**src/hdl/spd_pkg.sv**
```systemverilog
// Package: types, constants and codes shared by the sensor packet deframer files.
package spd_pkg;

   localparam int BYTE_W       = 8;
   localparam int POS_W        = 9;
   localparam int LEN_W        = 16;
   localparam int SUM_W        = 16;
   localparam int CFG_LEN_W    = 9;
   localparam int STATUS_W     = 3;
   localparam int CSR_INDEX_W  = 1;
   localparam int CSR_DATA_W   = 9;

   localparam int MAX_PAYLOAD_DEFAULT = 256;

   localparam logic [BYTE_W-1:0] START_HI = 8'hEF;
   localparam logic [BYTE_W-1:0] START_LO = 8'h01;
   localparam logic [BYTE_W-1:0] KIND_ACK = 8'h07;
   localparam logic [BYTE_W-1:0] KIND_END = 8'h08;

   // Byte positions within a frame.
   localparam logic [POS_W-1:0] POS_START_HI      = 9'd0;
   localparam logic [POS_W-1:0] POS_START_LO      = 9'd1;
   localparam logic [POS_W-1:0] POS_ADDR_LAST     = 9'd5;
   localparam logic [POS_W-1:0] POS_KIND          = 9'd6;
   localparam logic [POS_W-1:0] POS_LEN_HI        = 9'd7;
   localparam logic [POS_W-1:0] POS_LEN_LO        = 9'd8;
   localparam logic [POS_W-1:0] POS_FIRST_PAYLOAD = 9'd9;
   localparam logic [POS_W-1:0] PAYLOAD_END_OFS   = 9'd6;

   localparam logic [LEN_W-1:0] MIN_LENGTH      = 16'd3;
   localparam logic [LEN_W-1:0] LENGTH_OVERHEAD = 16'd2;

   localparam logic [CFG_LEN_W-1:0] MAX_PAYLOAD_LEN_RESET  = 9'd128;
   localparam logic                 CHECK_START_WORD_RESET = 1'b1;

   typedef enum logic [STATUS_W-1:0] {
      ST_OK         = 3'd0,
      ST_CHECKSUM   = 3'd1,
      ST_BAD_START  = 3'd2,
      ST_BAD_LENGTH = 3'd3,
      ST_ACK_ERROR  = 3'd4
   } status_type;

   typedef enum logic [CSR_INDEX_W-1:0] {
      REG_MAX_PAYLOAD_LEN  = 1'b0,
      REG_CHECK_START_WORD = 1'b1
   } reg_index_type;

   typedef enum logic {
      KIND_PAYLOAD = 1'b0,
      KIND_STATUS  = 1'b1
   } result_kind_type;

   typedef struct packed {
      result_kind_type   result_kind;
      logic [BYTE_W-1:0] payload_byte;
      logic              last_payload;
      logic [BYTE_W-1:0] packet_kind;
      status_type        frame_status;
      logic [BYTE_W-1:0] confirm_code;
      logic              end_packet;
   } result_type;

endpackage

```
**src/hdl/spd_req_if.sv**
```systemverilog
// Interface: received-byte channel (valid/ready plus one byte).
interface spd_req_if;
   logic                            valid;
   logic                            ready;
   logic [spd_pkg::BYTE_W-1:0]      rx_byte;

   modport source (output valid, output rx_byte, input ready);
   modport sink   (input valid, input rx_byte, output ready);
endinterface

```
**src/hdl/spd_rsp_if.sv**
```systemverilog
// Interface: result channel carrying payload bytes and frame status beats.
interface spd_rsp_if;
   logic                            valid;
   logic                            ready;
   logic                            result_kind;
   logic [spd_pkg::BYTE_W-1:0]      payload_byte;
   logic                            last_payload;
   logic [spd_pkg::BYTE_W-1:0]      packet_kind;
   logic [spd_pkg::STATUS_W-1:0]    frame_status;
   logic [spd_pkg::BYTE_W-1:0]      confirm_code;
   logic                            end_packet;

   modport source (output valid, output result_kind, output payload_byte,
                   output last_payload, output packet_kind, output frame_status,
                   output confirm_code, output end_packet, input ready);
   modport sink   (input valid, input result_kind, input payload_byte,
                   input last_payload, input packet_kind, input frame_status,
                   input confirm_code, input end_packet, output ready);
endinterface

```
**src/hdl/spd_csr_if.sv**
```systemverilog
// Interface: configuration register write channel.
interface spd_csr_if;
   logic                               valid;
   logic                               ready;
   logic [spd_pkg::CSR_INDEX_W-1:0]    index;
   logic [spd_pkg::CSR_DATA_W-1:0]     wdata;

   modport source (output valid, output index, output wdata, input ready);
   modport sink   (input valid, input index, input wdata, output ready);
endinterface

```
**src/hdl/sensor_packet_deframer_unit.sv**
```systemverilog
// Top level: serial packet deframer with 16-bit additive checksum.
// A result beat is registered and appears on rsp in the cycle after the byte that causes it.
// Throughput: one byte per cycle; frame parse state and the result register are
// updated in the same cycle, so only a stalled result register holds off req.
// Reset (synchronous, active high): parser waits for a start word, hunting off,
// max_payload_len = 128, check_start_word = 1, no result pending.
module sensor_packet_deframer_unit #(
   parameter int MAX_PAYLOAD = spd_pkg::MAX_PAYLOAD_DEFAULT
) (
   input logic         clock,
   input logic         reset,
   spd_req_if.sink     req_bus,
   spd_rsp_if.source   rsp_bus,
   spd_csr_if.sink     csr_bus
);

   // Payload limit ceiling, sized to the config register.
   localparam logic [spd_pkg::CFG_LEN_W-1:0] LIMIT_CAP = spd_pkg::CFG_LEN_W'(MAX_PAYLOAD);

   // Configuration registers.
   logic [spd_pkg::CFG_LEN_W-1:0] max_len_ff;
   logic                          check_ff;

   // Parser state.
   logic [spd_pkg::POS_W-1:0]     pos_ff, pos_in;
   logic                          hunt_ff, hunt_in;
   logic [spd_pkg::SUM_W-1:0]     sum_ff, sum_in;
   logic [spd_pkg::BYTE_W-1:0]    kind_ff, kind_in;
   logic [spd_pkg::BYTE_W-1:0]    len_hi_ff, len_hi_in;
   logic [spd_pkg::POS_W-1:0]     end_pos_ff, end_pos_in;
   logic [spd_pkg::BYTE_W-1:0]    first_ff, first_in;
   logic [spd_pkg::BYTE_W-1:0]    cks_hi_ff, cks_hi_in;

   // Result register.
   logic                          rsp_valid_ff;
   spd_pkg::result_type           rsp_ff;

   // Per-byte combinational results.
   logic                          res_valid;
   spd_pkg::result_type           res;
   logic                          req_fire;
   logic                          proceed;
   logic [spd_pkg::POS_W-1:0]     pos;
   logic [spd_pkg::LEN_W-1:0]     length;
   logic [spd_pkg::CFG_LEN_W-1:0] limit;
   logic [spd_pkg::SUM_W-1:0]     sum_add;
   logic [spd_pkg::SUM_W-1:0]     received;
   logic                          is_ack;
   logic [spd_pkg::BYTE_W-1:0]    b;

   // Take a new byte whenever the result register is empty or draining.
   assign req_bus.ready = !rsp_valid_ff || rsp_bus.ready;
   assign req_fire      = req_bus.valid && req_bus.ready;
   assign csr_bus.ready = 1'b1;

   assign b       = req_bus.rx_byte;
   assign sum_add = sum_ff + {{(spd_pkg::SUM_W - spd_pkg::BYTE_W){1'b0}}, b};
   assign limit   = (max_len_ff > LIMIT_CAP) ? LIMIT_CAP : max_len_ff;
   assign length  = {len_hi_ff, b};
   assign received = {cks_hi_ff, b};
   assign is_ack  = (kind_ff == spd_pkg::KIND_ACK);

   // Frame parser: next state and the result beat caused by this byte.
   always_comb begin
      pos_in     = pos_ff;
      hunt_in    = hunt_ff;
      sum_in     = sum_ff;
      kind_in    = kind_ff;
      len_hi_in  = len_hi_ff;
      end_pos_in = end_pos_ff;
      first_in   = first_ff;
      cks_hi_in  = cks_hi_ff;
      res_valid  = 1'b0;
      res        = '0;
      proceed    = 1'b1;
      pos        = pos_ff;

      // Hunting: drop bytes until a start byte, or resume at once with the check off.
      if (hunt_ff) begin
         if (!check_ff) begin
            hunt_in = 1'b0;
            pos     = spd_pkg::POS_START_HI;
            pos_in  = spd_pkg::POS_START_HI;
         end else if (b == spd_pkg::START_HI) begin
            hunt_in = 1'b0;
            sum_in  = '0;
            pos_in  = spd_pkg::POS_START_LO;
            proceed = 1'b0;
         end else begin
            proceed = 1'b0;
         end
      end

      if (proceed) begin
         priority if (pos == spd_pkg::POS_START_HI) begin
            sum_in = '0;
            if (check_ff && b != spd_pkg::START_HI) begin
               hunt_in            = 1'b1;
               res_valid          = 1'b1;
               res.result_kind    = spd_pkg::KIND_STATUS;
               res.frame_status   = spd_pkg::ST_BAD_START;
            end else begin
               pos_in = spd_pkg::POS_START_LO;
            end
         end else if (pos == spd_pkg::POS_START_LO) begin
            if (check_ff && b != spd_pkg::START_LO) begin
               hunt_in            = 1'b1;
               pos_in             = spd_pkg::POS_START_HI;
               res_valid          = 1'b1;
               res.result_kind    = spd_pkg::KIND_STATUS;
               res.frame_status   = spd_pkg::ST_BAD_START;
            end else begin
               pos_in = pos + 9'd1;
            end
         end else if (pos <= spd_pkg::POS_ADDR_LAST) begin
            // Skip the address bytes.
            pos_in = pos + 9'd1;
         end else if (pos == spd_pkg::POS_KIND) begin
            kind_in = b;
            sum_in  = sum_add;
            pos_in  = spd_pkg::POS_LEN_HI;
         end else if (pos == spd_pkg::POS_LEN_HI) begin
            len_hi_in = b;
            sum_in    = sum_add;
            pos_in    = spd_pkg::POS_LEN_LO;
         end else if (pos == spd_pkg::POS_LEN_LO) begin
            sum_in = sum_add;
            if (length < spd_pkg::MIN_LENGTH ||
                length > ({{(spd_pkg::LEN_W - spd_pkg::CFG_LEN_W){1'b0}}, limit}
                          + spd_pkg::LENGTH_OVERHEAD)) begin
               pos_in           = spd_pkg::POS_START_HI;
               hunt_in          = check_ff;
               res_valid        = 1'b1;
               res.result_kind  = spd_pkg::KIND_STATUS;
               res.packet_kind  = kind_ff;
               res.frame_status = spd_pkg::ST_BAD_LENGTH;
            end else begin
               // Length is known small here; its low bits locate the last payload byte.
               end_pos_in = length[spd_pkg::POS_W-1:0] + spd_pkg::PAYLOAD_END_OFS;
               pos_in     = spd_pkg::POS_FIRST_PAYLOAD;
            end
         end else if (pos <= end_pos_ff) begin
            // Pass the payload byte through and fold it into the checksum.
            sum_in = sum_add;
            if (pos == spd_pkg::POS_FIRST_PAYLOAD) begin
               first_in = b;
            end
            res_valid        = 1'b1;
            res.result_kind  = spd_pkg::KIND_PAYLOAD;
            res.payload_byte = b;
            res.last_payload = (pos == end_pos_ff);
            res.packet_kind  = kind_ff;
            pos_in           = pos + 9'd1;
         end else if (pos == end_pos_ff + 9'd1) begin
            cks_hi_in = b;
            pos_in    = pos + 9'd1;
         end else begin
            // Low checksum byte: close the frame.
            pos_in           = spd_pkg::POS_START_HI;
            hunt_in          = 1'b0;
            res_valid        = 1'b1;
            res.result_kind  = spd_pkg::KIND_STATUS;
            res.packet_kind  = kind_ff;
            priority if (received != sum_ff) begin
               res.frame_status = spd_pkg::ST_CHECKSUM;
            end else if (is_ack && first_ff != '0) begin
               res.frame_status = spd_pkg::ST_ACK_ERROR;
            end else begin
               res.frame_status = spd_pkg::ST_OK;
            end
            res.confirm_code = is_ack ? first_ff : '0;
            res.end_packet   = (kind_ff == spd_pkg::KIND_END);
         end
      end
   end

   // Configuration writes.
   always_ff @(posedge clock) begin
      if (reset) begin
         max_len_ff <= spd_pkg::MAX_PAYLOAD_LEN_RESET;
         check_ff   <= spd_pkg::CHECK_START_WORD_RESET;
      end else if (csr_bus.valid && csr_bus.ready) begin
         unique case (spd_pkg::reg_index_type'(csr_bus.index))
            spd_pkg::REG_MAX_PAYLOAD_LEN: begin
               max_len_ff <= csr_bus.wdata[spd_pkg::CFG_LEN_W-1:0];
            end
            spd_pkg::REG_CHECK_START_WORD: begin
               check_ff <= csr_bus.wdata[0];
            end
            default: begin
               max_len_ff <= max_len_ff;
            end
         endcase
      end
   end

   // Parser state: advance only on an accepted byte.
   always_ff @(posedge clock) begin
      if (reset) begin
         pos_ff     <= spd_pkg::POS_START_HI;
         hunt_ff    <= 1'b0;
         sum_ff     <= '0;
         kind_ff    <= '0;
         len_hi_ff  <= '0;
         end_pos_ff <= '0;
         first_ff   <= '0;
         cks_hi_ff  <= '0;
      end else if (req_fire) begin
         pos_ff     <= pos_in;
         hunt_ff    <= hunt_in;
         sum_ff     <= sum_in;
         kind_ff    <= kind_in;
         len_hi_ff  <= len_hi_in;
         end_pos_ff <= end_pos_in;
         first_ff   <= first_in;
         cks_hi_ff  <= cks_hi_in;
      end
   end

   // Result register: load on an accepted byte, drop once the sink takes the beat.
   always_ff @(posedge clock) begin
      if (reset) begin
         rsp_valid_ff <= 1'b0;
      end else if (req_fire) begin
         rsp_valid_ff <= res_valid;
      end else if (rsp_bus.ready) begin
         rsp_valid_ff <= 1'b0;
      end
   end

   always_ff @(posedge clock) begin
      if (req_fire) begin
         rsp_ff <= res;
      end
   end

   assign rsp_bus.valid        = rsp_valid_ff;
   assign rsp_bus.result_kind  = rsp_ff.result_kind;
   assign rsp_bus.payload_byte = rsp_ff.payload_byte;
   assign rsp_bus.last_payload = rsp_ff.last_payload;
   assign rsp_bus.packet_kind  = rsp_ff.packet_kind;
   assign rsp_bus.frame_status = rsp_ff.frame_status;
   assign rsp_bus.confirm_code = rsp_ff.confirm_code;
   assign rsp_bus.end_packet   = rsp_ff.end_packet;

endmodule
```
**src/flat_wrapper.sv**
```systemverilog
// flat-port wrapper written by rule: the top's interface ports become plain ports
module sensor_packet_deframer_unit_flat 
#(
   parameter int MAX_PAYLOAD = spd_pkg::MAX_PAYLOAD_DEFAULT
)
  (clock, reset, req_bus_valid, req_bus_rx_byte, req_bus_ready, rsp_bus_valid, rsp_bus_result_kind, rsp_bus_payload_byte, rsp_bus_last_payload, rsp_bus_packet_kind, rsp_bus_frame_status, rsp_bus_confirm_code, rsp_bus_end_packet, rsp_bus_ready, csr_bus_valid, csr_bus_index, csr_bus_wdata, csr_bus_ready);
  spd_req_if req_bus_i ();
  spd_rsp_if rsp_bus_i ();
  spd_csr_if csr_bus_i ();
  input logic clock;
  input logic reset;
  input wire logic [$bits(req_bus_i.valid)-1:0] req_bus_valid;
  input wire logic [$bits(req_bus_i.rx_byte)-1:0] req_bus_rx_byte;
  output wire logic [$bits(req_bus_i.ready)-1:0] req_bus_ready;
  output wire logic [$bits(rsp_bus_i.valid)-1:0] rsp_bus_valid;
  output wire logic [$bits(rsp_bus_i.result_kind)-1:0] rsp_bus_result_kind;
  output wire logic [$bits(rsp_bus_i.payload_byte)-1:0] rsp_bus_payload_byte;
  output wire logic [$bits(rsp_bus_i.last_payload)-1:0] rsp_bus_last_payload;
  output wire logic [$bits(rsp_bus_i.packet_kind)-1:0] rsp_bus_packet_kind;
  output wire logic [$bits(rsp_bus_i.frame_status)-1:0] rsp_bus_frame_status;
  output wire logic [$bits(rsp_bus_i.confirm_code)-1:0] rsp_bus_confirm_code;
  output wire logic [$bits(rsp_bus_i.end_packet)-1:0] rsp_bus_end_packet;
  input wire logic [$bits(rsp_bus_i.ready)-1:0] rsp_bus_ready;
  input wire logic [$bits(csr_bus_i.valid)-1:0] csr_bus_valid;
  input wire logic [$bits(csr_bus_i.index)-1:0] csr_bus_index;
  input wire logic [$bits(csr_bus_i.wdata)-1:0] csr_bus_wdata;
  output wire logic [$bits(csr_bus_i.ready)-1:0] csr_bus_ready;
  assign req_bus_i.valid = req_bus_valid;
  assign req_bus_i.rx_byte = req_bus_rx_byte;
  assign req_bus_ready = req_bus_i.ready;
  assign rsp_bus_valid = rsp_bus_i.valid;
  assign rsp_bus_result_kind = rsp_bus_i.result_kind;
  assign rsp_bus_payload_byte = rsp_bus_i.payload_byte;
  assign rsp_bus_last_payload = rsp_bus_i.last_payload;
  assign rsp_bus_packet_kind = rsp_bus_i.packet_kind;
  assign rsp_bus_frame_status = rsp_bus_i.frame_status;
  assign rsp_bus_confirm_code = rsp_bus_i.confirm_code;
  assign rsp_bus_end_packet = rsp_bus_i.end_packet;
  assign rsp_bus_i.ready = rsp_bus_ready;
  assign csr_bus_i.valid = csr_bus_valid;
  assign csr_bus_i.index = csr_bus_index;
  assign csr_bus_i.wdata = csr_bus_wdata;
  assign csr_bus_ready = csr_bus_i.ready;
  sensor_packet_deframer_unit #(.MAX_PAYLOAD(MAX_PAYLOAD)) u_core (.clock(clock), .reset(reset), .req_bus(req_bus_i), .rsp_bus(rsp_bus_i), .csr_bus(csr_bus_i));
endmodule
```
**config.mk**
```make
export PLATFORM = sky130hd
export DESIGN_NAME = sensor_packet_deframer_unit_flat
export DESIGN_NICKNAME = d
export VERILOG_FILES = /design/src/hdl/spd_pkg.sv /design/src/hdl/spd_req_if.sv /design/src/hdl/spd_rsp_if.sv /design/src/hdl/spd_csr_if.sv /design/src/hdl/sensor_packet_deframer_unit.sv /design/src/flat_wrapper.sv
export SDC_FILE = /design/constraint.sdc
export NUM_CORES = 1
export LEC_CHECK = 0
export BUFFER_PORTS_ARGS = -buffer_cell sky130_fd_sc_hd__buf_2
export CORE_ASPECT_RATIO = 1.4
export CORE_MARGIN = 2
export CORE_UTILIZATION = 61
export DETAILED_ROUTE_END_ITERATION = 10
export GPL_ROUTABILITY_DRIVEN = 0
export PLACE_DENSITY = 0.78
export SLEW_MARGIN = 15
export SYNTH_ARGS = -nofsm -noshare
export SYNTH_HDL_FRONTEND = slang
export SYNTH_SLANG_ARGS = --single-unit
```
**constraint.sdc**
```tcl
create_clock -name clock -period 4.2 [get_ports clock]
set_input_delay 0.21 -clock clock [delete_from_list [all_inputs] [get_ports clock]]
set_output_delay 0.21 -clock clock [all_outputs]
set_load 0.05 [all_outputs]
```
# Yosys cells after proc, flatten, opt, wreduce, memory -nomap -nowiden

Index checks and enable logic that the tools add are counted.
Widths: inputs -> output; s select.

Output and inout port bits: 33
Bits in latches: 0
Logic and storage cells: 155
Bits in writable memories: 0
Register bits after elaboration: 108
Memories: 0
ROM bits: 0
Input port bits: 23

Add/sub/neg operators: 5
Div/mod/pow operators: 0
Bitwise logic cells: 11
$lt $le $gt $ge: 5
Reductions and logical operators: 21
Equality and inequality tests: 13
Muxes and demuxes: 82
Multipliers: 0
Shifts and indexed selects: 0

Operators with widths:

| operator             | count |
|---|---|
| $mux 9               | 20 |
| $mux 16              | 11 |
| $mux 30              | 3 |
| $mux 1               | 35 |
| $mux 11              | 2 |
| $mux 20              | 1 |
| $reduce_and 10->1    | 2 |
| $add 9x1->9 const B  | 2 |
| $eq 9x3->1 const B   | 2 |
| $eq 9x4->1 const B   | 2 |
| $eq 9x9->1           | 2 |
| $add 16x8->16        | 1 |
| $gt 16x16->1         | 1 |
| $lt 16x2->1 const B  | 1 |
| $mux 8               | 2 |
| $ne 16x16->1         | 1 |
| $mux 12              | 1 |
| $mux 3               | 4 |
| $not 1->1            | 11 |
| $add 9x2->10 const B | 1 |
| $reduce_or 10->1     | 1 |
| $add 9x3->9 const B  | 1 |
| $eq 9x1->1 const B   | 1 |
| $gt 9x9->1 const B   | 1 |
| other kinds (22)     | 28 |

# Longest topological paths before layout

Gate-level depths: netlist of the first run.

Word-level depth: 14
Mapped depth: 16
Gate-level depth less buffers: 13

# Least setup slack after synthesis of the first run

OpenSTA, ideal clock, no wires.

Kind: register to register
From: reg u_core.check_ff
To: reg u_core.cks_hi_ff[3] (netlist name)
Data required time: 4,072 ps
Path buffers: 1
Library setup time: 128 ps
Arrival time: 3,109 ps
Cell stages (with the launch flop): 14
Path slack: 964 ps
Cell sequence: dfxtp_1 nand2b_1 buf_4 nand2_1 clkinv_1 ha_1 nor2_1 a211oi_1 o41ai_1 a21boi_1 nand4_1 nor3_4 mux2i_1 nor2_1

Longest elaborated chain between the ends: 5

Ends and longest elaborated chain:

| what                               | RTL line                           | RTL |
|---|---|---|
| start, declared                    | sensor_packet_deframer_unit.sv:22  | `logic check_ff;` |
| start signal, assigned             | sensor_packet_deframer_unit.sv:181 | `check_ff <= spd_pkg::CHECK_START_WORD_RESET;` |
| start signal, assigned             | sensor_packet_deframer_unit.sv:188 | `check_ff <= csr_bus.wdata[0];` |
| $mux 9                             | sensor_packet_deframer_unit.sv:80  | `if (!check_ff) begin` |
| $mux 9                             | sensor_packet_deframer_unit.sv:79  | `if (hunt_ff) begin` |
| $le 9x3->1 (tied with other cells) | sensor_packet_deframer_unit.sv:115 | `end else if (pos <= spd_pkg::POS_ADDR_LAST) begin` |
| $not 1->1 (no line)                | --                                 |  |
| $reduce_and 10->1 (no line) *      | --                                 |  |
| end signal, assigned               | sensor_packet_deframer_unit.sv:216 | `cks_hi_ff <= cks_hi_in;` |
| end, declared                      | sensor_packet_deframer_unit.sv:32  | `logic [spd_pkg::BYTE_W-1:0] cks_hi_ff, cks_hi_in;` |

Every way passes the cells marked *; elsewhere a longest branch is shown, timed or not.
A chain may end at the register's enable or synchronous reset.

# Worst setup path after layout of the first run

From: reg u_core.hunt_ff
To: reg u_core.first_ff[6] (netlist name)

Longest elaborated chain between the ends: 4

Ends and longest elaborated chain:

| what                               | RTL line                           | RTL |
|---|---|---|
| start, declared                    | sensor_packet_deframer_unit.sv:26  | `logic hunt_ff, hunt_in;` |
| start signal, assigned             | sensor_packet_deframer_unit.sv:210 | `hunt_ff <= hunt_in;` |
| $mux 9                             | sensor_packet_deframer_unit.sv:79  |  |
| $le 9x3->1 (tied with other cells) | sensor_packet_deframer_unit.sv:115 |  |
| $not 1->1 (no line)                | --                                 |  |
| $reduce_and 10->1 (no line) *      | --                                 |  |
| end signal, assigned               | sensor_packet_deframer_unit.sv:215 | `first_ff <= first_in;` |
| end, declared                      | sensor_packet_deframer_unit.sv:31  | `logic [spd_pkg::BYTE_W-1:0] first_ff, first_in;` |

Marked as above.

==> out/metrics.yaml, run 1 <==
status: "finished, final reports clean"
vdd_drop_max_mv: 0.233
htreeDepth: 3
yosysTopAreaCellShare_pct: 23.4
fin_nets: 862
cts_tree: "built"
post-cts-setup-buffers: 0
max_stage_delay_ns: 0.66
clock_path_buffers: 2
ys_seq_area_share_pct: 37.0
rows: 45
drc_errors: 0
overflow: 0
finClkSkew_ns: 0.00958
synthArstFlopShare_pct: 0
synth_warnings: 0
die_h_um: 128
grt_pass1_wl_um: 28800
rsz0062_at_grt: "no"
hold_viol: 0
p_int_w: 0.00173
cp-start-kind: "flop"
path_common_cell: "nor2_1"
worstMarginPinSlew_ns: 0.776
antenna_cells: 0
final_common_cell: "nand2_1"
syn_avg_cell_area_um2: 8.71
first_pass_iters: 8
cts_resized: 0
numCtsBuffers: 9
power_switching_w: 0.000925
grt_pass1_vias: 5843
area_growth_pct: 9.67
layout_common_cells: "nand2_1 (83), dfxtp_1 (78), nor2_1 (71), buf_2 (54), a21oi_1 (38)"
grt_usage_pct: 30.5
power.density_nw_per_um2: 363
ant_nets: 0
drive_above_1_share_pct: 12.7
coreArea_um2: 10800
synth_area_leaders: "dfxtp_1 (23%), edfxtp_1 (14%), ha_1 (6.4%), mux2i_1 (5.4%), nand2_1 (4.7%)"
cap_violations: 0
path_cells: "nor2b_1, nor2_1, ha_1, nand2_1, or4_1, a21boi_1, buf_4, nor4_4, mux2i_1, nor2_1"
die_width_um: 92.3
endpoint_kind: "flop"
insertion_delay_ns: 0.36
fin_crit_ns: 3.61
period_share_pct: 86.0
max-slew-margin-rel_pct: 47.8
criticalPathCategory: "reg -> reg"
drv_slew: 0
syn_inst: 765
finalInstanceArea_um2: 7310
synth-seq-cells: 108
viasPerCell: 6.22
synth.largest_area_cell: "dfxtp_1"
path_clk_slew_ns: 0.07
critPathTopFamily: "simple AND/OR/NAND/NOR gates"
cts_sinks: 108
sequentialPowerShare_pct: 43.3
required_ns: 4.43
holdBufCountCts: 0
hpwl_um: 12800
max_freq_ghz: 0.277
finalSetupViolCount: 0
synth.cell_area_um2: 6660
io-pin-count: 56
power_frac_comb_pct: 26.5
slowest_stage: "nor4_4"
hold_class: "in -> reg"
fin_setup_tns_ns: 0
p_leak_nw: 2.89
routed_wl_um: 17300
die-area_um2: 11800
synthFlopType: "dfxtp_1"
grt_antenna_before_repair: 0
start_util_pct: 62.0
place_area_um2: 7030
synth_edf_count: 30
root_buffer: "clkbuf_16"
dr_total_vias: 5913
crit_path_max_fanout: 16
drt_iter0_markers: 611
clkPwrFrac_pct: 30.2
grt_max_degree: 58
critical_path_buf_inv_count: 1
p_sw_share_pct: 34.8
wl_per_cell_um: 18.2
worstPathArrival_ns: 3.84
port-buffer-count: 54
synthDistinctLibCells: 88
power by group through the flow:
stage | clock [W] | combinational [W] | sequential [W]
final | 0.000802 | 0.000705 | 0.00115
after global routing | 0.000842 | 0.000755 | 0.00115
after CTS | 0.000809 | 0.000687 | 0.00115
after detailed placement | 0 | 0.000680 | 0.00117
after global placement | 0 | 0.000664 | 0.00117
after floorplan | 0 | 0.000407 | 0.00126
tightest hold or removal path, cell delays in order:
cell     delay (ns)
buf_2          0.07
nand2_1        0.04
nand3_1        0.06
logic make-up after synthesis:
group	after synthesis	share of synthesized area, %
AOI/OAI and AO/OA	149	15.7
xor gates and xnor gates	37	5.07
muxes	36	5.41
DFF	108	37.0
adders and majority gates	35	6.68
and+or+nand+nor	332	26.1
buffers and inverters	67	4.06
other	1	0.0563
stage by stage:
stage	cells	worst slack, ns	utilization [%]	power [W]	hold WS, ns
2_1_floorplan	766	0.964	-	0.00167	0.333
3_3_place_gp	934	0.804	65.4	0.00183	0.422
3_5_place_dp	934	0.710	65.4	0.00185	0.423
4_1_cts	950	0.677	67.9	0.00264	0.0597
5_1_grt	950	0.368	68.0	0.00275	0.0972
6_report	950	0.587	68.0	0.00266	0.0635
registers in the layout, indices dropped and copies added, names as in the netlist:
signal                       cells
u_core.cks_hi_ff                 8
u_core.rsp_bus.payload_byte      8
u_core.pos_ff                    9
u_core.sum_ff                   16
u_core.end_pos_ff                9
u_core.check_ff                  1
u_core.rsp_bus.frame_status      3
u_core.len_hi_ff                 8
u_core.kind_ff                   8
u_core.rsp_bus.end_packet        1
u_core.rsp_bus.valid             1
u_core.max_len_ff                9
u_core.rsp_bus.last_payload      1
u_core.rsp_bus.confirm_code      8
u_core.rsp_bus.result_kind       1
u_core.hunt_ff                   1
u_core.first_ff                  8
u_core.rsp_bus.packet_kind       8
cell type report:
| cell class | instances | area (um^2) |
|---|---|---|
| Clock buffer | 10 | 229 |
| Clock inverter | 6 | 47.5 |
| Fill cell | 858 | 3450 |
| Inverter | 31 | 116 |
| Multi-Input combinational cell | 591 | 3940 |
| Sequential cell | 108 | 2460 |
| Tap cell | 141 | 176 |
| Timing Repair Buffer | 63 | 338 |
layer usage:
metal	global-route usage (%)	vias up	wire, um
met1	35.5	2784	6760
met2	54.1	249	8900
met5	0	-	0
met4	14.5	0	627
met3	5.23	44	1010
li1	-	2836	-
Yosys cell counts, drive strengths merged, types with 3 or more instances:
| cell | number |
|---|---|
| a211oi | 5 |
| nor2b | 9 |
| clkbuf | 25 |
| nand2 | 83 |
| xor2 | 9 |
| nor3 | 25 |
| or3 | 5 |
| ha | 34 |
| nand2b | 10 |
| o21ai | 29 |
| a31oi | 12 |
| a21o | 5 |
| and3 | 10 |
| nor2 | 72 |
| xnor2 | 27 |
| nand3 | 38 |
| nand3b | 3 |
| a22o | 9 |
| and4 | 3 |
| nand4 | 12 |
| nor4 | 13 |
| mux2i | 36 |
| or2 | 4 |
| o22ai | 3 |
| and2 | 30 |
| buf | 11 |
| or4b | 3 |
| o211ai | 5 |
| dfxtp | 78 |
| o21a | 5 |
| or4 | 5 |
| a22oi | 4 |
| edfxtp | 30 |
| inv | 30 |
| o2111ai | 4 |
| a21oi | 40 |
final timing paths:
kind | slack [ns] | from | to | depth (start not counted)
min reg2reg | 0.47 | u_core.max_len_ff[1] | u_core.max_len_ff[1] | 2
min | 0.06 | csr_bus_wdata[7] | u_core.max_len_ff[7] | 3
max reg2reg | 0.59 | u_core.hunt_ff | u_core.first_ff[6] | 10
max | 0.59 | u_core.hunt_ff | u_core.first_ff[6] | 10
Power figures use the tool's default switching activity.
==> run 2, diff against run 1 <==
--- a/config.mk
+++ b/config.mk
@@ -6,12 +6,13 @@
 export NUM_CORES = 1
 export LEC_CHECK = 0
 export BUFFER_PORTS_ARGS = -buffer_cell sky130_fd_sc_hd__buf_2
-export CORE_ASPECT_RATIO = 1.4
+export CORE_ASPECT_RATIO = 1.75
 export CORE_MARGIN = 2
-export CORE_UTILIZATION = 61
+export CORE_UTILIZATION = 60
 export DETAILED_ROUTE_END_ITERATION = 10
 export GPL_ROUTABILITY_DRIVEN = 0
-export PLACE_DENSITY = 0.78
+export GPL_TIMING_DRIVEN = 0
+export PLACE_DENSITY = 0.77
 export SLEW_MARGIN = 15
 export SYNTH_ARGS = -nofsm -noshare
 export SYNTH_HDL_FRONTEND = slang
==> run 2 against run 1 <==
Global-route usage grew 1.9 points. Worst hold slack worse by 0.0076 ns. Sequential cell count unchanged. First-iteration DRC count grew 4.3%. Setup slack worse by 0.33 ns. Non-clock buffer count grew 27. Cell count up 1.7%. Critical endpoint is now u_core.cks_hi_ff[0]. Wire length is 11% higher. Register-to-register slack lost 0.33 ns. Combinational power up 3.1%. Maximum frequency is 8.3% lower. Power grew 2.2%.
==> out/metrics.yaml, run 2 (synthesis results as in run 1) <==
grt_usage_pct: 32.4  # +1.9 points
max_freq_ghz: 0.254  # -8.3%
critical_path_buf_inv_count: 4  # +3
p_int_w: 0.00174  # +0.54%
slowest_stage: "nor3_4"
die-area_um2: 12000  # +1.8%
cts_tree: "built"
drive_above_1_share_pct: 12.8  # +0.067 points
routed_wl_um: 19100  # +11%
fin_crit_ns: 3.94  # +0.327 ns
fin_setup_tns_ns: 0  # unchanged
power_switching_w: 0.000974  # +5.3%
regMostFlops: "u_core.sum_ff"
drt_iter0_markers: 637  # +4.3%
hold_class: "in -> reg"
rows: 50  # +11%
hpwl_um: 14100  # +9.7%
power_w: 0.00271  # +2.2%
largest_reg_flops: 16  # unchanged
die_h_um: 143  # +12%
required_ns: 4.44  # about the same
crit_path_max_fanout: 10  # -6
sequentialPowerShare_pct: 42.2  # -1.1 points
ant_nets: 0  # unchanged
path_clk_slew_ns: 0.08  # about the same
clock_path_buffers: 2  # unchanged
status: "finished, final reports clean"
vdd_drop_max_mv: 0.292  # +25%
drc_errors: 0  # unchanged
coreArea_um2: 10800  # about the same
cp-start-kind: "flop"
max_stage_delay_ns: 0.47  # -0.19 ns
root_buffer: "clkbuf_16"
finalInstanceArea_um2: 7400  # +1.3%
finClkSkew_ns: 0.0103  # +0.000756 ns
start_util_pct: 61.9  # about the same
power_frac_comb_pct: 26.8  # +0.3 points
criticalPathCategory: "reg -> reg"
period_share_pct: 93.8  # +7.8 points
antenna_cells: 0  # unchanged
overflow: 0  # unchanged
viasPerCell: 6.48  # +4.1%
post-cts-setup-buffers: 0  # unchanged
rsz0062_at_grt: "no"
hold_viol: 0  # unchanged
insertion_delay_ns: 0.36  # about the same
clkPwrFrac_pct: 31.0  # +0.8 points
worstPathArrival_ns: 4.18  # +0.34 ns
p_sw_share_pct: 35.9  # +1.1 points
grt_pass1_vias: 6276  # +7.4%
io-pin-count: 56  # unchanged
htreeDepth: 3  # unchanged
port-buffer-count: 54  # unchanged
numCtsBuffers: 9  # unchanged
drv_slew: 0  # unchanged
cap_violations: 0  # unchanged
die_width_um: 83.7  # -9.4%
layout_common_cells: "nand2_1 (83), dfxtp_1 (78), nor2_1 (71), buf_2 (58)"
p_leak_nw: 2.93  # +1.4%
wl_per_cell_um: 19.8  # +8.7%
cts_sinks: 108  # unchanged
holdBufCountCts: 0  # unchanged
grt_pass1_wl_um: 30500  # +6.1%
grt_max_degree: 35  # -40%
worstMarginPinSlew_ns: 1.16  # +0.385 ns
area_growth_pct: 11.1
final_common_cell: "nand2_1"
path_common_cell: "nand2_1"
fin_nets: 889  # +3.1%
max-slew-margin-rel_pct: 22.0  # -26 points
finalSetupViolCount: 0  # unchanged
critPathTopFamily: "simple AND/OR/NAND/NOR gates"
place_area_um2: 7100  # +1.0%
endpoint_kind: "flop"
dr_total_vias: 6258  # +5.8%
grt_antenna_before_repair: 0  # unchanged
first_pass_iters: 6  # -2
power.density_nw_per_um2: 367  # +0.93%
path_cells: "nand2b_1, buf_4, buf_2, nand2_1, inv_1, ha_1, o21ba_2, nand2_1, o21ai_0, and2_1, clkbuf_1, nand4_1, nor3_4, mux2i_1, nor2_1"
## run 2: cell count changes in the layout (fill, tap and decap cells not counted), sizes merged
cell      previous run  this run
clkbuf              10        34
buf                 63        65
clkinv               3         5
clkinvlp             2         0
inv                 32        33
## run 2: final timing paths
check / from / to / slack, ns / cells past startpoint
max: u_core.check_ff / u_core.cks_hi_ff[0] / 0.26 / 15
min: csr_bus_wdata[7] / u_core.max_len_ff[7] / 0.06 / 3
max reg2reg: u_core.check_ff / u_core.cks_hi_ff[0] / 0.26 / 15
min reg2reg: u_core.max_len_ff[1] / u_core.max_len_ff[1] / 0.48 / 2
## run 2: final cells by class
class / instances / area [um^2]
clock inverter: 7 / 66.3
tap: 130 / 163
multi-input combinational: 591 / 3940
fill: 858 / 3360
clock buffer: 9 / 225
sequential: 108 / 2460
buffer: 36 / 155
timing repair buffer: 54 / 270
inverter: 31 / 116
## run 2: power by group through the flow
stage | registers (W) | clock network [W] | logic [W]
3_3_place_gp | 0.00116 | 0 | 0.000686
3_5_place_dp | 0.00117 | 0 | 0.000699
6_report | 0.00114 | 0.000842 | 0.000727
5_1_grt | 0.00115 | 0.000881 | 0.000778
4_1_cts | 0.00114 | 0.000846 | 0.000703
2_1_floorplan | 0.00126 | 0 | 0.000407
## run 2: per-stage QoR
stage,worst slack [ns],cells,hold WS [ns],util (%)
finish,0.260,966,0.0559,68.8
global route,0.0246,966,0.0773,68.8
CTS,0.0123,966,0.0588,68.7
detailed placement,0.0385,950,0.431,66.0
global placement,0.0789,950,0.421,66.0
floorplan,0.964,766,0.333,-
## run 2: layer usage
metal  share of wire, %  vias to the layer above  wire (um)  GRT usage, %
li1                   -                     2890          -             -
met1                 35                     2941       6770          33.0
met2                 52                      327       9960          60.0
met3                6.3                      100       1210          4.88
met4                6.2                        0       1190          22.2
met5                  0                        -          0             0
## run 2: worst register-to-register path, delay by kind of cell (launching register included)
| kind | cells | cell delay, ns |
|---|---|---|
| AND/OR/NAND/NOR | 7 | 1.45 |
| buffers and inverters | 4 | 0.76 |
| AO/OA/AOI/OAI | 2 | 0.67 |
| flip-flops | 1 | 0.41 |
| adder cells (fa/ha/maj) | 1 | 0.28 |
| multiplexers | 1 | 0.25 |
## run 2: repair_timing
action	in CTS	in global routing
endpoints found under the hold margin	0	0
gates resized for setup	0	4
setup endpoints to repair	0	40
==> run 3, diff against run 2 <==
--- a/config.mk
+++ b/config.mk
@@ -5,6 +5,7 @@
 export SDC_FILE = /design/constraint.sdc
 export NUM_CORES = 1
 export LEC_CHECK = 0
+export ABC_AREA = 1
 export BUFFER_PORTS_ARGS = -buffer_cell sky130_fd_sc_hd__buf_2
 export CORE_ASPECT_RATIO = 1.75
 export CORE_MARGIN = 2
==> run 3 against run 2 <==
Synthesized cell count up 17%. Non-clock buffer count decreased by 13. Via count increased by 4.6%. Critical endpoint is now u_core.end_pos_ff[3]. Largest cell class unchanged. Largest power group unchanged. Critical path depth rose by 2. Core utilization fell by 0.19 points. Clock-buffer cell count is the same. Worst hold slack improved by 0.023 ns. Synthesized area down 0.17%. Die area fell by 0.17%. Clock power fell by 2%.
==> out/metrics.yaml, run 3 <==
cts_tree: "built"
hold_viol: 0  # unchanged
fillers: 915  # +6.6%
syn_inst: 892  # +17%
fin_crit_ns: 3.74  # -0.202 ns
dp_slack_ns: 0.318  # +0.279 ns
fin_nets: 1016  # +14%
grt_antenna_before_repair: 0  # unchanged
grt_pass1_vias: 6439  # +2.6%
hold_class: "in -> reg"
numCtsBuffers: 9  # unchanged
synthFlopType: "dfxtp_1"
largest_reg_flops: 16  # unchanged
synth_edf_count: 30  # unchanged
dr_total_vias: 6546  # +4.6%
synthTopCellsByCount: "nand2_1 (180), a21oi_1 (104), inv_1 (89)"
rsz0062_at_grt: "no"
power.density_nw_per_um2: 304  # -17%
grt_max_degree: 36  # +2.9%
drive_above_1_share_pct: 13.3  # +0.49 points
ys_seq_area_share_pct: 37.0  # +0.063 points
synth_xor_area_share_pct: 3.82  # -1.3 points
criticalPathCategory: "reg -> reg"
worstPathArrival_ns: 3.97  # -0.21 ns
port-buffer-count: 54  # unchanged
p_leak_nw: 3.13  # +6.7%
max-slew-margin-rel_pct: 35.8  # +14 points
root_buffer: "clkbuf_16"
cap_violations: 0  # unchanged
synth_compound_area_share_pct: 15.7  # +0.027 points
synthDistinctLibCells: 50  # -43%
cts_sinks: 108  # unchanged
power_w: 0.00224  # -17%
synth_simple_gate_area_share_pct: 29.0  # +2.9 points
viasPerCell: 5.99  # -7.6%
cts_resized: 0  # unchanged
finalInstanceArea_um2: 7380  # -0.27%
synthArstFlopShare_pct: 0  # unchanged
status: "finished, final reports clean"
io-pin-count: 56  # unchanged
yosys.cell_count.top_type: "nand2_1"
post-cts-setup-buffers: 0  # unchanged
start_util_pct: 61.8  # -0.10 points
rows: 50  # unchanged
max_freq_ghz: 0.267  # +5.4%
fin_setup_tns_ns: 0  # unchanged
synth_area_leaders: "dfxtp_1 (23%), edfxtp_1 (14%), nand2_1 (10%), a21oi_1 (7.8%), ha_1 (6.4%)"
endpoint_kind: "flop"
vdd_drop_max_mv: 0.297  # +1.7%
drc_errors: 0  # unchanged
clock_path_buffers: 2  # unchanged
ant_nets: 0  # unchanged
finClkSkew_ns: 0.0107  # +0.000398 ns
area_growth_pct: 10.9
syn_avg_cell_area_um2: 7.46  # -14%
wl_per_cell_um: 16.7  # -16%
grt_usage_pct: 30.8  # -1.6 points
first_pass_iters: 5  # -1
overflow: 0  # unchanged
place_area_um2: 7090  # -0.16%
grt_pass1_wl_um: 29700  # -2.5%
postLayoutCoreUtil_pct: 68.6  # -0.19 points
synth.largest_area_cell: "dfxtp_1"
required_ns: 4.43  # about the same
drv_slew: 0  # unchanged
routed_wl_um: 18300  # -4.5%
path_clk_slew_ns: 0.07  # about the same
synth_warnings: 0  # unchanged
antenna_cells: 0  # unchanged
drt_iter0_markers: 501  # -21%
layout_common_cells: "nand2_1 (180), a21oi_1 (104), inv_1 (88), nor2_1 (79), dfxtp_1 (78)"
finalSetupViolCount: 0  # unchanged
crit_path_max_fanout: 10  # unchanged
coreArea_um2: 10800  # unchanged
insertion_delay_ns: 0.35  # about the same
yosysTopAreaCellShare_pct: 23.5  # +0.040 points
synthAdderAreaFrac_pct: 6.70  # +0.011 points
die_h_um: 143  # about the same
synth.cell_area_um2: 6650  # -0.17%
synth_top_family_by_area: "simple AND/OR/NAND/NOR gates"
regMostFlops: "u_core.sum_ff"
cp-start-kind: "flop"
timing.final.ws_setup_ns: 0.462  # +0.202 ns
synth-seq-cells: 108  # unchanged
synth.area.mux_share_pct: 0  # -5.4 points
htreeDepth: 3  # unchanged
die_width_um: 83.6  # about the same
final_common_cell: "nand2_1"
hpwl_um: 14200  # +0.57%
period_share_pct: 89.0  # -4.8 points
die-area_um2: 12000  # -0.17%
holdBufCountCts: 0  # unchanged
worstMarginPinSlew_ns: 0.954  # -0.207 ns
[run 3: final cells by class]
class,count,area [um^2],share of cell area [%]
well taps,130,163,2.20
flip-flops and latches,108,2460,33.4
clock buffers,9,225,3.05
plain buffers,23,126,1.71
clock inverters,7,66.3,0.898
inverters,103,389,5.27
multi-input cells,659,3680,49.8
repair buffers,54,270,3.66
[run 3: per-stage QoR]
stage,cells,hold WS (ns)
floorplan,893,0.300
global placement,1077,0.421
detailed placement,1077,0.434
CTS,1093,0.0765
global route,1093,0.0953
finish,1093,0.0788
[run 3: per-layer routing]
layer  track usage (%)  vias to the layer above  part of all wire, %
met3              4.42                       94                  6.6
met2              54.9                      301                   50
met1              33.3                     3012                   36
met5                 0                        -                    0
li1                  -                     3139                    -
met4              21.2                        0                  6.8
[run 3: worst max-delay path, stage by stage, from the launching register on]
cell     delay [ns]
dfxtp_1        0.34
nor4_1         0.29
a21oi_1        0.19
nor2_1         0.13
ha_1           0.18
nor3b_1        0.33
nand3_1        0.14
xnor2_1        0.16
ha_1           0.29
a21oi_1        0.16
o21a_1         0.14
a21oi_1        0.07
o21ai_1        0.33
nand3_2        0.26
nor2_4         0.30
inv_4          0.10
o21ai_0        0.17
a21oi_1        0.05
[run 3: kinds of logic after synthesis]
family	after synthesis
AO/OA/AOI/OAI	196
buffers and inverters	126
AND/OR/NAND/NOR	397
other	1
adder cells (fa/ha/maj)	35
flip-flops	108
XOR/XNOR	29
[run 3: worst paths after layout]
check | startpoint | to | cells after the start | slack, ns
worst min-delay path | csr_bus_wdata[7] | u_core.max_len_ff[7] | 3 | 0.08
worst min register to register | u_core.pos_ff[6] | u_core.pos_ff[6] | 2 | 0.48
worst max-delay path | u_core.max_len_ff[4] | u_core.end_pos_ff[3] | 17 | 0.46
worst max register to register | u_core.max_len_ff[4] | u_core.end_pos_ff[3] | 17 | 0.46
[run 3: power breakdown]
part | total (W) | leakage (nW) | switching, W | internal, W
logic | 0.000311 | 2.05 | 0.000236 | 0.0000756
registers | 0.00111 | 0.935 | 0.0000129 | 0.00110
clock network | 0.000823 | 0.143 | 0.000407 | 0.000416
total | 0.00224 | 3.13 | 0.000656 | 0.00159
